[src/hw/rtl/gmc_pkg.sv]
`timescale 1ns / 1ps
`default_nettype none

package gmc_pkg;

    // Drive direction of the gate
    typedef enum logic [1:0] {
        MOT_STOPPED = 2'd0,
        MOT_OPENING = 2'd1,
        MOT_CLOSING = 2'd2
    } motion_t;

    // Control command codes
    localparam logic [7:0] CMD_STOP  = 8'd0;
    localparam logic [7:0] CMD_OPEN  = 8'd1;
    localparam logic [7:0] CMD_CLOSE = 8'd2;

    // Input word kinds
    localparam logic FUNC_TICK    = 1'b0;
    localparam logic FUNC_COMMAND = 1'b1;

    // Fault codes
    localparam logic [1:0] FAULT_NONE    = 2'd0;
    localparam logic [1:0] FAULT_TIMEOUT = 2'd1;
    localparam logic [1:0] FAULT_LIMITS  = 2'd2;

    // Configuration register indexes
    localparam int unsigned CFG_INDEX_W = 3;
    localparam int unsigned CFG_DATA_W  = 16;
    typedef enum logic [CFG_INDEX_W-1:0] {
        CFG_MOTOR_COUNT    = 3'd0,
        CFG_ACTIVE_HIGH    = 3'd1,
        CFG_TRAVEL_TIMEOUT = 3'd2,
        CFG_OPENED_FITTED  = 3'd3,
        CFG_CLOSED_FITTED  = 3'd4
    } cfg_index_t;

    // Timing
    localparam int unsigned INTERLOCK_W        = 10;
    localparam int unsigned TRAVEL_W           = 26;
    localparam int unsigned INTERLOCK_TICKS    = 250;
    localparam int unsigned MS_PER_S           = 1000;
    localparam int unsigned DEFAULT_TIMEOUT_MS = 60000;
    localparam logic [INTERLOCK_W-1:0] INTERLOCK_MAX = '1;
    localparam logic [TRAVEL_W-1:0]    TRAVEL_MAX    = '1;

    typedef struct packed {
        logic       func;
        logic [7:0] command;
        logic       opened_switch_level;
        logic       closed_switch_level;
    } in_t;

    typedef struct packed {
        logic       motor1_open_drive;
        logic       motor1_close_drive;
        logic       motor2_open_drive;
        logic       motor2_close_drive;
        logic [1:0] reported_motion;
        logic       busy_res;
        logic       opened_reached;
        logic       closed_reached;
        logic [1:0] fault_code;
        logic       cmd_status;
    } out_t;

endpackage

`default_nettype wire

[src/hw/rtl/gate_motor_controller.sv]
`timescale 1ns / 1ps
`default_nettype none

// Gate motor controller for one or two motors.
// Input channel (s_valid/s_ready/s_payload): each word is either a 1 ms tick or a control
// command (stop, open, close) together with the current levels of both limit switch pins.
// Result channel (m_valid/m_ready/m_payload): exactly one result word per input word, in
// order, carrying the drive pin levels, reported motion, busy flag, limit flags, fault code
// and whether the command was rejected.
// m_valid rises in the cycle after acceptance. Throughput: one word per cycle unless stalled;
// the whole update is a few compares and two counter increments, done in the cycle a word is taken.
// A single output register separates the channels: a new word is taken whenever that
// register is empty or is being emptied in the same cycle.
// Stall: while m_ready is low and a result is held, s_ready drops and the state holds.
// Configuration: cfg_wr_en/cfg_index/cfg_wdata write one register per cycle, no wait.
// Writing the travel timeout stores it pre-scaled to milliseconds.
// Reset (aresetn low, synchronous): motors stopped, nothing pending, counters and fault
// cleared, registers at their defaults (one motor, active high outputs, 60 s travel limit,
// both limit switches fitted) and no result held.
module gate_motor_controller (
    input  wire logic                               aclk,
    input  wire logic                               aresetn,
    input  wire logic                               s_valid,
    output logic                                    s_ready,
    input  wire gmc_pkg::in_t                       s_payload,
    output logic                                    m_valid,
    input  wire logic                               m_ready,
    output gmc_pkg::out_t                           m_payload,
    input  wire logic                               cfg_wr_en,
    input  wire logic [gmc_pkg::CFG_INDEX_W-1:0]    cfg_index,
    input  wire logic [gmc_pkg::CFG_DATA_W-1:0]     cfg_wdata
);

    // Configuration registers
    logic [1:0]                      motor_count_reg;
    logic                            active_high_reg;
    logic [gmc_pkg::TRAVEL_W-1:0]    timeout_ms_reg;
    logic                            opened_fitted_reg;
    logic                            closed_fitted_reg;
    logic [gmc_pkg::TRAVEL_W-1:0]    timeout_prod;

    // Controller state
    gmc_pkg::motion_t                motion_now_reg, motion_now_next;
    gmc_pkg::motion_t                motion_pending_reg, motion_pending_next;
    logic [gmc_pkg::INTERLOCK_W-1:0] interlock_reg, interlock_next, interlock_inc;
    logic [gmc_pkg::TRAVEL_W-1:0]    travel_reg, travel_next, travel_inc;
    logic [1:0]                      fault_reg, fault_next;

    // Result register
    logic                            m_valid_reg;
    gmc_pkg::out_t                   m_payload_reg, m_payload_next;

    logic                            accept;
    logic                            opened;
    logic                            closed;
    logic                            rejected;
    logic                            blocked;
    logic                            two_motors;
    logic                            drive_open;
    logic                            drive_close;

    assign s_ready   = !m_valid_reg || m_ready;
    assign accept    = s_valid && s_ready;
    assign m_valid   = m_valid_reg;
    assign m_payload = m_payload_reg;

    // Limit is reached when the switch is fitted and its pin is pulled low
    assign opened = opened_fitted_reg && !s_payload.opened_switch_level;
    assign closed = closed_fitted_reg && !s_payload.closed_switch_level;

    // Scale the written timeout to milliseconds once, at write time
    assign timeout_prod = gmc_pkg::TRAVEL_W'(cfg_wdata)
                        * gmc_pkg::TRAVEL_W'(gmc_pkg::MS_PER_S);

    always_ff @(posedge aclk) begin
        if (!aresetn) begin
            motor_count_reg   <= 2'd1;
            active_high_reg   <= 1'b1;
            timeout_ms_reg    <= gmc_pkg::TRAVEL_W'(gmc_pkg::DEFAULT_TIMEOUT_MS);
            opened_fitted_reg <= 1'b1;
            closed_fitted_reg <= 1'b1;
        end else if (cfg_wr_en) begin
            unique case (cfg_index)
                gmc_pkg::CFG_MOTOR_COUNT: begin
                    motor_count_reg <= cfg_wdata[1:0];
                end
                gmc_pkg::CFG_ACTIVE_HIGH: begin
                    active_high_reg <= cfg_wdata[0];
                end
                gmc_pkg::CFG_TRAVEL_TIMEOUT: begin
                    // Zero selects the default 60 s limit
                    timeout_ms_reg <= (cfg_wdata == '0)
                                    ? gmc_pkg::TRAVEL_W'(gmc_pkg::DEFAULT_TIMEOUT_MS)
                                    : timeout_prod;
                end
                gmc_pkg::CFG_OPENED_FITTED: begin
                    opened_fitted_reg <= cfg_wdata[0];
                end
                gmc_pkg::CFG_CLOSED_FITTED: begin
                    closed_fitted_reg <= cfg_wdata[0];
                end
                default: begin
                    // Drop writes to unknown indexes
                end
            endcase
        end
    end

    // Saturating counter increments for a tick
    always_comb begin
        interlock_inc = interlock_reg;
        if (motion_pending_reg != gmc_pkg::MOT_STOPPED && interlock_reg != gmc_pkg::INTERLOCK_MAX)
            interlock_inc = interlock_reg + 1'b1;
        travel_inc = travel_reg;
        if (motion_now_reg != gmc_pkg::MOT_STOPPED && travel_reg != gmc_pkg::TRAVEL_MAX)
            travel_inc = travel_reg + 1'b1;
    end

    // Open request blocked at the opened limit, close at the closed limit
    assign blocked = (s_payload.command == gmc_pkg::CMD_OPEN && opened)
                  || (s_payload.command == gmc_pkg::CMD_CLOSE && closed);

    // Next state for one word
    always_comb begin
        motion_now_next     = motion_now_reg;
        motion_pending_next = motion_pending_reg;
        interlock_next      = interlock_reg;
        travel_next         = travel_reg;
        fault_next          = fault_reg;
        rejected            = 1'b0;

        if (s_payload.func == gmc_pkg::FUNC_COMMAND) begin
            if (s_payload.command > gmc_pkg::CMD_CLOSE) begin
                rejected = 1'b1;
            end else begin
                // Every valid command stops the motors first
                motion_now_next     = gmc_pkg::MOT_STOPPED;
                motion_pending_next = gmc_pkg::MOT_STOPPED;
                if (s_payload.command != gmc_pkg::CMD_STOP && !blocked) begin
                    motion_pending_next = gmc_pkg::motion_t'(s_payload.command[1:0]);
                    interlock_next      = '0;
                    fault_next          = gmc_pkg::FAULT_NONE;
                end
            end
        end else begin
            interlock_next = interlock_inc;
            travel_next    = travel_inc;
            if (opened && closed) begin
                fault_next          = gmc_pkg::FAULT_LIMITS;
                motion_now_next     = gmc_pkg::MOT_STOPPED;
                motion_pending_next = gmc_pkg::MOT_STOPPED;
            end else begin
                // Start the pending motion once the interlock time has run
                if (motion_pending_reg != gmc_pkg::MOT_STOPPED
                        && interlock_inc >= gmc_pkg::INTERLOCK_W'(gmc_pkg::INTERLOCK_TICKS)) begin
                    motion_now_next     = motion_pending_reg;
                    motion_pending_next = gmc_pkg::MOT_STOPPED;
                    travel_next         = '0;
                end
                priority if ((motion_now_next == gmc_pkg::MOT_OPENING && opened)
                        || (motion_now_next == gmc_pkg::MOT_CLOSING && closed)) begin
                    motion_now_next     = gmc_pkg::MOT_STOPPED;
                    motion_pending_next = gmc_pkg::MOT_STOPPED;
                end else if (motion_now_next != gmc_pkg::MOT_STOPPED
                        && travel_next >= timeout_ms_reg) begin
                    fault_next          = gmc_pkg::FAULT_TIMEOUT;
                    motion_now_next     = gmc_pkg::MOT_STOPPED;
                    motion_pending_next = gmc_pkg::MOT_STOPPED;
                end else begin
                    // Keep moving
                end
            end
        end
    end

    // Result word from the updated state; pins follow the current polarity
    assign two_motors  = motor_count_reg == 2'd2;
    assign drive_open  = motion_now_next == gmc_pkg::MOT_OPENING;
    assign drive_close = motion_now_next == gmc_pkg::MOT_CLOSING;

    always_comb begin
        m_payload_next.motor1_open_drive  = ~(drive_open ^ active_high_reg);
        m_payload_next.motor1_close_drive = ~(drive_close ^ active_high_reg);
        m_payload_next.motor2_open_drive  = ~((two_motors && drive_open) ^ active_high_reg);
        m_payload_next.motor2_close_drive = ~((two_motors && drive_close) ^ active_high_reg);
        m_payload_next.reported_motion    = (motion_pending_next != gmc_pkg::MOT_STOPPED)
                                          ? motion_pending_next : motion_now_next;
        m_payload_next.busy_res           = (motion_now_next != gmc_pkg::MOT_STOPPED)
                                         || (motion_pending_next != gmc_pkg::MOT_STOPPED);
        m_payload_next.opened_reached     = opened;
        m_payload_next.closed_reached     = closed;
        m_payload_next.fault_code         = fault_next;
        m_payload_next.cmd_status         = rejected;
    end

    // Advance state only on an accepted word
    always_ff @(posedge aclk) begin
        if (!aresetn) begin
            motion_now_reg     <= gmc_pkg::MOT_STOPPED;
            motion_pending_reg <= gmc_pkg::MOT_STOPPED;
            interlock_reg      <= '0;
            travel_reg         <= '0;
            fault_reg          <= gmc_pkg::FAULT_NONE;
        end else if (accept) begin
            motion_now_reg     <= motion_now_next;
            motion_pending_reg <= motion_pending_next;
            interlock_reg      <= interlock_next;
            travel_reg         <= travel_next;
            fault_reg          <= fault_next;
        end
    end

    // Output register: load on accept, clear valid once taken
    always_ff @(posedge aclk) begin
        if (!aresetn) begin
            m_valid_reg <= 1'b0;
        end else if (accept) begin
            m_valid_reg <= 1'b1;
        end else if (m_ready) begin
            m_valid_reg <= 1'b0;
        end
    end

    always_ff @(posedge aclk) begin
        if (accept) begin
            m_payload_reg <= m_payload_next;
        end
    end

`ifndef SYNTHESIS
    // A pending motion and a running motion never coexist
    a_motion_exclusive: assert property (@(posedge aclk) disable iff (!aresetn)
        !(motion_now_reg != gmc_pkg::MOT_STOPPED
          && motion_pending_reg != gmc_pkg::MOT_STOPPED))
        else $error("motion running and pending at once");

    // Interlock count never passes the start threshold
    a_interlock_bound: assert property (@(posedge aclk) disable iff (!aresetn)
        interlock_reg <= gmc_pkg::INTERLOCK_W'(gmc_pkg::INTERLOCK_TICKS))
        else $error("interlock count beyond threshold");

    // Busy flag agrees with reported motion
    a_busy_consistent: assert property (@(posedge aclk) disable iff (!aresetn)
        m_valid |-> (m_payload.busy_res == (m_payload.reported_motion != 2'd0)))
        else $error("busy flag disagrees with reported motion");

    // Held result is not overwritten while stalled
    a_stall_no_accept: assert property (@(posedge aclk) disable iff (!aresetn)
        (m_valid && !m_ready) |-> !accept)
        else $error("word accepted while result stalled");
`endif

endmodule

`default_nettype wire

[config.mk]
export PLATFORM = sky130hd
export DESIGN_NAME = gate_motor_controller
export DESIGN_NICKNAME = d
export VERILOG_FILES = /design/src/hw/rtl/gmc_pkg.sv /design/src/hw/rtl/gate_motor_controller.sv
export SDC_FILE = /design/constraint.sdc
export NUM_CORES = 1
export LEC_CHECK = 0
export BUFFER_PORTS_ARGS = -buffer_cell sky130_fd_sc_hd__buf_2
export CAP_MARGIN = 20
export CORE_MARGIN = 1
export CORE_UTILIZATION = 50
export DETAILED_ROUTE_END_ITERATION = 8
export GPL_TIMING_DRIVEN = 0
export MAX_ROUTING_LAYER = met4
export PLACE_DENSITY = 0.7
export RECOVER_POWER = 100
export SLEW_MARGIN = 20
export SYNTH_ARGS = -nofsm -noshare
export SYNTH_HDL_FRONTEND = slang
export SYNTH_SLANG_ARGS = --single-unit
[constraint.sdc]
create_clock -name aclk -period 15.5 [get_ports aclk]
set_input_delay 3.875 -clock aclk [delete_from_list [all_inputs] [get_ports aclk]]
set_output_delay 3.875 -clock aclk [all_outputs]
set_load 0.1 [all_outputs]
# Yosys cells after proc, flatten, opt, wreduce, memory -nomap -nowiden
# Index checks and enable logic that the tools add are counted.
classes:
  n_addsub: 2
  multipliers: 1
  order_cmp: 3
  eq_ne: 15
  mux: 35
  bitwise_logic: 9
  reduce_logical: 39
ops:
  columns: ["op", "count"]
  rows:
  - ["$mux W26", 6]
  - ["$mux W2", 22]
  - ["$mux W10", 4]
  - ["$add A26 B1 Y26 const B", 1]
  - ["$ge A26 B26 Y1", 1]
  - ["$ne A26 B26 Y1 const B", 1]
  - ["$mul A16 B7 Y23 const B", 1]
  - ["$logic_not A16 Y1", 1]
  - ["$logic_and A1 B1 Y1", 15]
  - ["$reduce_and A2 Y1", 6]
  - ["$reduce_bool A2 Y1", 6]
  - ["$add A10 B1 Y10 const B", 1]
  - ["$ge A10 B8 Y1 const B", 1]
  - ["$ne A10 B10 Y1 const B", 1]
  - ["$eq A8 B1 Y1 const B", 1]
  - ["$eq A8 B2 Y1 const B", 1]
  - ["$gt A8 B2 Y1 const B", 1]
  - ["$reduce_bool A8 Y1", 1]
  - ["$eq A2 B2 Y1 const B", 3]
  - ["$eq A3 B2 Y1 const B", 2]
  - ["$not A1 Y1", 5]
  - ["$eq A2 B1 Y1 const B", 2]
  - ["$logic_not A1 Y1", 4]
  - ["$logic_or A1 B1 Y1", 4]
  - ["8 further kinds", 13]
totals:
  regBits: 86
  input_bits: 35
  output_inout_bits: 14
  wordCells: 125

# Longest topological paths before layout
# Gate-level depths: netlist of the first run.
depth:
  ltp_word: 18
  ltp_mapped: 19
  mapped_depth_nobuf: 19

# Worst setup path after synthesis of the first run
# OpenSTA, ideal clock, no wires.
synth_path:
  path_kind: "input to output"
  from: "input m_ready"
  to: "output s_ready"
  arrival_time_ps: 4660
  path_slack_ps: 6965
  path_stages: 1
  path_buffers: 0
  cell_sequence: "nand2b_1"
synth_via:
  elab_chain_len: 1
synth_rtl:
  columns: ["item", "line", "rtl"]
  rows:
  - ["from (decl)", "gate_motor_controller.sv:27", "input wire logic m_ready,"]
  - ["$logic_or A1 B1 Y1", "gate_motor_controller.sv:62", "assign s_ready = !m_valid_reg || m_ready;"]
  - ["to (decl)", "gate_motor_controller.sv:24", "output logic s_ready,"]
# No other way between the ends.

# Worst setup path after layout of the first run
# Ends and elaborated chain as after synthesis.

==> results of run 1 <==
[worst paths after layout]
check / slack (ns) / startpoint / cells past startpoint / end
hold / removal: 0.46 / timeout_ms_reg[16]$_SDFFE_PN0P_ / 2 / timeout_ms_reg[16]$_SDFFE_PN0P_
setup / recovery: 6.67 / m_ready / 3 / s_ready
setup reg to reg: 8.92 / travel_reg[0]$_SDFFE_PN0P_ / 18 / m_payload[7]$_DFFE_PP_
hold reg to reg: 0.46 / timeout_ms_reg[16]$_SDFFE_PN0P_ / 2 / timeout_ms_reg[16]$_SDFFE_PN0P_
[power breakdown]
group | leakage [µW] | total (µW) | switching (µW) | internal [µW]
Combinational | 0.00272 | 535 | 304 | 231
Clock | 0.000133 | 206 | 95.8 | 111
Sequential | 0.000694 | 233 | 4.45 | 228
[stage by stage]
stage / worst slack (ns) / hold WS (ns) / power (µW)
2_1_floorplan: 6.97 / 0.432 / 665
3_3_place_gp: 6.97 / 0.441 / 764
3_5_place_dp: 6.97 / 0.454 / 771
4_1_cts: 7.11 / 0.463 / 979
5_1_grt: 6.64 / 0.486 / 1060
6_report: 6.67 / 0.462 / 974
[area by class of cell]
| cell class | instances | area [µm²] | share of cell area |
|---|---|---|---|
| Buffer | 34 | 139 | 0.0165 |
| Clock buffer | 9 | 225 | 0.0267 |
| Clock inverter | 7 | 58.8 | 0.00698 |
| Inverter | 70 | 263 | 0.0312 |
| Multi-Input combinational cell | 706 | 5500 | 0.653 |
| Sequential cell | 83 | 1780 | 0.211 |
| Tap cell | 188 | 235 | 0.0279 |
| Timing Repair Buffer | 48 | 219 | 0.0260 |
[cell families after synthesis]
family	after synthesis	share of synthesized area
buffers and inverters	104	0.0520
DFF	83	0.230
and+or+nand+nor	295	0.187
xor gates and xnor gates	44	0.0499
muxes	3	0.00405
AOI/OAI and AO/OA	225	0.200
adders and majority gates	139	0.277
[routing by layer]
layer,vias up,track usage,share of wire
met5,-,-,0
met4,0,0.0461,0.0094
met3,16,0.0405,0.042
met2,168,0.411,0.48
met1,3206,0.319,0.47
li1,3296,-,-
[critical path: stages]
cell      delay (ns)
buf_2           0.07
nand2b_1        0.13
clkbuf_1        0.87
[cells in the final DEF (no fill, tap or decap), drive strengths merged, types with 26 or more instances in the layout]
| master | synthesis | layout |
|---|---|---|
| nor2 | 98 | 98 |
| ha | 85 | 85 |
| dfxtp | 71 | 71 |
| inv | 68 | 71 |
| nand2 | 65 | 65 |
| a21oi | 56 | 56 |
| fa | 54 | 54 |
| clkbuf | 26 | 52 |
| o21ai | 45 | 45 |
| buf | 8 | 39 |
| nor3 | 26 | 26 |
==> key figures, run 1 <==
Synthesis
  – Commonest cells post-synth: 98 x nor2_1, 85 x ha_1, 71 x dfxtp_1
  – Post-synthesis net count: roughly 1,100
  – Post-synthesis cell type count: between 70 and 80
  – Sequential area share after synthesis: 0.230
  – Main area contributors after synthesis: dfxtp_1 18%, fa_1 14%, ha_1 14%
  – Mapped Avg Cell Area: between 8 and 9 µm²
  – EDFF count, synth: 12
  – Cells after synthesis: about 890
  – Seq cells post-synth: 83
  – Area of the mapped netlist: 7730 µm²
  – Most common cell in the netlist: nor2_1
  – Yosys Warn Count: 0
  – Synth async-reset ratio: 0
  – Most used DFF post-synth: dfxtp_1
  – Synth top area share: 0.184
  – Cell taking the most area after synthesis: dfxtp_1

Floorplanning
  – Ports: 49
  – Die Width: around 130 µm
  – Core area: 15,100 µm²
  – Die H: 126 µm
  – Cell row count: between 40 and 50
  – Die area: roughly 16,000 µm²
  – Initial Utilization: 0.510

Power
  – Max IR drop VDD: 0.0722 mV
  – Pleak: 0.00354 µW
  – Power per cell area: 116 nW/µm²

CTS
  – Clk buf depth: 2
  – TritonCTS Buffers: 9
  – Hold_buf cts: 0
  – Sink Count: 83
  – Postcts setup bufs: 0
  – CTS tree: yes
  – Clock tree root buffer cell: clkbuf_16
  – H-tree Lvls: 3
  – Worst-Skew Late Latency: about 0.35 ns
  – CTS clk-pin slew, worst paths: roughly 0.060 ns
  – PostCTS Resize Cnt: 0

Global route
  – Initial antenna violation count: 0
  – Grt total ovfl: 0
  – First-pass GRT wire length: slightly above 30,000 µm
  – Largest net degree at the start of global routing: 20
  – Total global-route track usage: 0.247
  – Number of global-route vias before repair: between 6,000 and 7,000

Placed design
  – I/O Buffers: 48
  – RePlAce Congestion: between 0.9 and 1
  – DP Cell Count: about 1,100
  – Area after DPL: just over 8000 µm²
  – HPWL after detailed placement: between 10,000 and 15,000 µm

Worst setup path
  – Worst EP arrival: around 5.0 ns
  – Crit path kind: primary input to output port
  – Required @ worst endpoint: around 12 ns
  – Crit start category: primary input
  – Worst setup EP type: output port
  – Crit path max fanout: 3

Timing
  – Final-report hold violation count: 0
  – Final TNS setup: 0 ns
  – Final Cycle Share: 0.569
  – Final Critical Period: 8.83 ns
  – Fmax: 113 MHz
  – Slew Viols, Final: 0
  – Slew HR: 0.0226
  – Clock skew: 0.00938 ns
  – RSZ-0062 raised after global routing: false
  – Worst-Margin Slew: 1.43 ns
  – Final setup violation count: 0

Run
  – Max-Cap Viols: 1

Drt
  – DR pass1 iterations: 6
  – Initial drt markers: 450
  – Post-route antenna net violation count: 0
  – Vias: between 6,000 and 7,000
  – Via density: ~6
  – Final wirelength: approximately 18,000 µm
  – Residual DRC: 0
  – Wire per inst: around 16 µm

Cells and area
  – Layout cells sized above 1: 0.0669
  – Fin cells: 1,145
  – Fin area: roughly 8400 µm²
  – Area grow syn2layout: 9.00%
  – Max FFs per register: 26
  – Filler instances: 1,430
  – Post-layout util: 0.556
  – NumNets Final: ~1,100
  – Antenna diodes: 0

Worst hold path
  – Min-delay worst type: flop to flop

Run status
  – Failing checks: capacitance limit
  – Status: complete, but fails checks
Power figures use the tool's default switching activity.
==> run 2, diff against run 1 <==
ABC_AREA = 1   (was not set)
PLACE_DENSITY = 0.72   (was 0.7)
clock period = 7.4 ns   (was 15.5 ns; I/O delays follow)
==> key figures, run 2 <==
Global route
  – Largest net degree at the start of global routing: 20 (unchanged)
  – Grt total ovfl: 0 (unchanged)
  – Total global-route track usage: 0.236 (-0.0106)
  – First-pass GRT wire length: 29,200 µm (-4.7%)
  – Initial antenna violation count: 0 (unchanged)
  – Number of global-route vias before repair: 6,298 (-1.1%)

Timing
  – Worst-Margin Slew: 1.19 ns (-0.238 ns)
  – PnR worst setup slack: 1.15 ns (-5.52 ns)
  – Slew HR: 0.209 (+0.187)
  – Final TNS setup: 0 ns (unchanged)
  – Final Cycle Share: 0.845
  – Fmax: around 160 MHz
  – Final Critical Period: roughly 6.2 ns
  – RSZ-0062 raised after global routing: false
  – Final-report hold violation count: 0 (unchanged)
  – Slew Viols, Final: 0 (unchanged)
  – Final setup violation count: 0 (unchanged)
  – Clock skew: 0.00773 ns (-0.00165 ns)

Worst setup path
  – Crit path cell chain: clkbuf_1 -> inv_1 -> ha_1 -> ha_1 -> inv_1 -> fa_1 -> fa_1 -> inv_1 -> ha_1 -> nand2_1 -> o21ai_0 -> a21oi_1 -> o21ai_0 -> inv_1 -> nor2_1 -> nor2_1 -> o21ai_0 -> nand3_1 -> nand2_1 -> nand2_1 -> nand2_1 -> xor2_1 -> nand2_1 -> a21oi_1
  – Worst setup EP type: flop
  – Crit start category: primary input
  – Required @ worst endpoint: 7.68 ns (-3.94 ns)
  – Slowest CP cell: fa_1
  – Crit-path most repeated cell: nand2_1
  – Crit path kind: primary input to flop
  – Crit path max fanout: 6 (+3)
  – Worst EP arrival: 6.53 ns (+1.58 ns)
  – Crit path largest cell delay: 0.51 ns (-0.36 ns)

Run
  – Max-Cap Viols: 0 (-1)

Cells and area
  – Register area: 1780 µm² (unchanged)
  – Antenna diodes: 0 (unchanged)
  – Max FFs per register: 26 (unchanged)
  – Layout cells sized above 1: 0.0788 (+0.0119)
  – Area grow syn2layout: 8.94% (about the same)
  – Commonest non-fill, non-tap cells in the layout: 187 x nand2_1, 140 x inv_1, 100 x nor2_1
  – NumNets Final: 1,222 (+8.5%)
  – Post-layout util: 0.567 (+0.0103)
  – Filler instances: 1,420 (-0.70%)
  – Multi-input logic area: 5180 µm² (-5.8%)
  – Commonest non-fill, non-tap cell in the layout: nand2_1

Synthesis
  – Post-synthesis cell type count: 47 (-37%)
  – Synth top area share: 0.185 (+0.00135)
  – Most used DFF post-synth: dfxtp_1
  – Sequential area share after synthesis: 0.232 (+0.00169)
  – Cell taking the most area after synthesis: dfxtp_1
  – Yosys Warn Count: 0 (unchanged)
  – Seq cells post-synth: 83 (unchanged)
  – Most common cell in the netlist: nand2_1
  – Post-synthesis net count: 1,163 (+9.0%)
  – Cells after synthesis: 989 (+11%)
  – Commonest cells post-synth: 182 x nand2_1, 138 x inv_1, 96 x nor2_1
  – Synth async-reset ratio: 0 (unchanged)
  – Mapped Avg Cell Area: 7.76 µm² (-10%)
  – EDFF count, synth: 12 (unchanged)
  – Area of the mapped netlist: 7670 µm² (-0.73%)
  – Main area contributors after synthesis: dfxtp_1 19%, fa_1 14%, ha_1 14%

CTS
  – H-tree Lvls: 3 (unchanged)
  – CTS clk-pin slew, worst paths: 0.06 ns (about the same)
  – Sink Count: 83 (unchanged)
  – PostCTS Resize Cnt: 0 (unchanged)
  – CTS tree: yes
  – Worst-Skew Late Latency: 0.36 ns (about the same)
  – Clock tree root buffer cell: clkbuf_16
  – Postcts setup bufs: 0 (unchanged)
  – TritonCTS Buffers: 9 (unchanged)
  – Hold_buf cts: 0 (unchanged)
  – Clk buf depth: 2 (unchanged)

Drt
  – DR pass1 iterations: 5 (-1)
  – Post-route antenna net violation count: 0 (unchanged)
  – Final wirelength: 16,800 µm (-7.8%)
  – Via density: 5.32 (-8.9%)
  – Initial drt markers: 305 (-32%)
  – Residual DRC: 0 (unchanged)
  – Vias: 6,577 (-1.6%)
  – Wire per inst: 13.6 µm (-15%)

Floorplanning
  – Die Width: 126 µm (-0.36%)
  – Initial Utilization: 0.520 (+0.00973)
  – Cell row count: 44 (-2.2%)
  – Die area: 15,800 µm² (-0.71%)
  – Die H: 126 µm (-0.36%)
  – Core area: 14,800 µm² (-2.6%)
  – Ports: 49 (unchanged)

Power
  – Pleak: 0.00377 µW (+6.6%)
  – Tot Pwr: 2050 µW (+110%)
  – Power per cell area: 245 nW/µm² (+110%)
  – Max IR drop VDD: 0.179 mV (+150%)

Placed design
  – RePlAce Congestion: 0.852 (-6.5%)
  – I/O Buffers: 48 (unchanged)
  – Dpl ws: 1.02 ns (-5.95 ns)
  – HPWL after detailed placement: 13,500 µm (-5.6%)

Worst hold path
  – Min-delay worst type: flop to flop

Run status
  – Status: complete, no violations
-- run 2: changes by cell type after synthesis, moves of 16 or more --
cell,change
a2bb2oi_1,+17
inv_1,+70
nand2_1,+117
a21o_1,-16
a21oi_1,+28
-- run 2: final timing paths --
| check | from | endpoint | slack, ns | cells after the start |
|---|---|---|---|---|
| max | cfg_wdata[0] | timeout_ms_reg[21]$_SDFFE_PN0P_ | 1.15 | 24 |
| min | motor_count_reg[1]$_SDFFE_PN0P_ | motor_count_reg[1]$_SDFFE_PN0P_ | 0.46 | 2 |
| max reg2reg | travel_reg[0]$_SDFFE_PN0P_ | m_payload[11]$_DFFE_PP_ | 1.94 | 30 |
| min reg2reg | motor_count_reg[1]$_SDFFE_PN0P_ | motor_count_reg[1]$_SDFFE_PN0P_ | 0.46 | 2 |
-- run 2: routing by layer --
metal / track usage / wire length (µm) / up-vias
li1: - / - / 3352
met4: 0.0432 / 174 / 0
met2: 0.393 / 7990 / 140
met3: 0.0463 / 749 / 19
met1: 0.301 / 7920 / 3066
met5: - / 0 / -
-- run 2: final cells by class --
cell class / count / area share
clock buffers: 9 / 0.0269
flip-flops and latches: 83 / 0.213
inverters: 152 / 0.0687
clock inverters: 7 / 0.00898
well taps: 184 / 0.0275
repair buffers: 48 / 0.0260
multi-input cells: 737 / 0.620
plain buffers: 17 / 0.00853
-- run 2: metrics by stage --
| stage | hold slack [ns] | cell area, µm² | instances |
|---|---|---|---|
| 3_5_place_dp | 0.448 | 8140 | 1221 |
| 4_1_cts | 0.457 | 8440 | 1237 |
| 3_3_place_gp | 0.442 | 8140 | 1221 |
| 2_1_floorplan | 0.431 | 7670 | 989 |
| 5_1_grt | 0.492 | 8360 | 1237 |
| 6_report | 0.459 | 8360 | 1237 |
-- run 2: cells by family (layout without fill, tap and decap cells) --
| group | after synthesis | in the layout | share of synthesized area |
|---|---|---|---|
| AO/OA/AOI/OAI | 171 | 171 | 0.130 |
| XOR/XNOR | 35 | 35 | 0.0399 |
| adder cells (fa/ha/maj) | 139 | 139 | 0.279 |
| buffers and inverters | 169 | 233 | 0.0843 |
| flip-flops | 83 | 83 | 0.232 |
| AND/OR/NAND/NOR | 392 | 392 | 0.234 |
-- run 2: critical path, delay by kind of cell --
family,cells,cell delay (ns)
AOI/OAI and AO/OA,5,1.13
xor gates and xnor gates,1,0.15
adders and majority gates,5,2.02
buffers and inverters,5,0.72
and+or+nand+nor,8,0.67
-- run 2: power breakdown --
group	internal (µW)	switching (µW)	leakage, µW
sequential	481	12.0	0.000695
clock	263	194	0.000140
combinational	405	695	0.00294
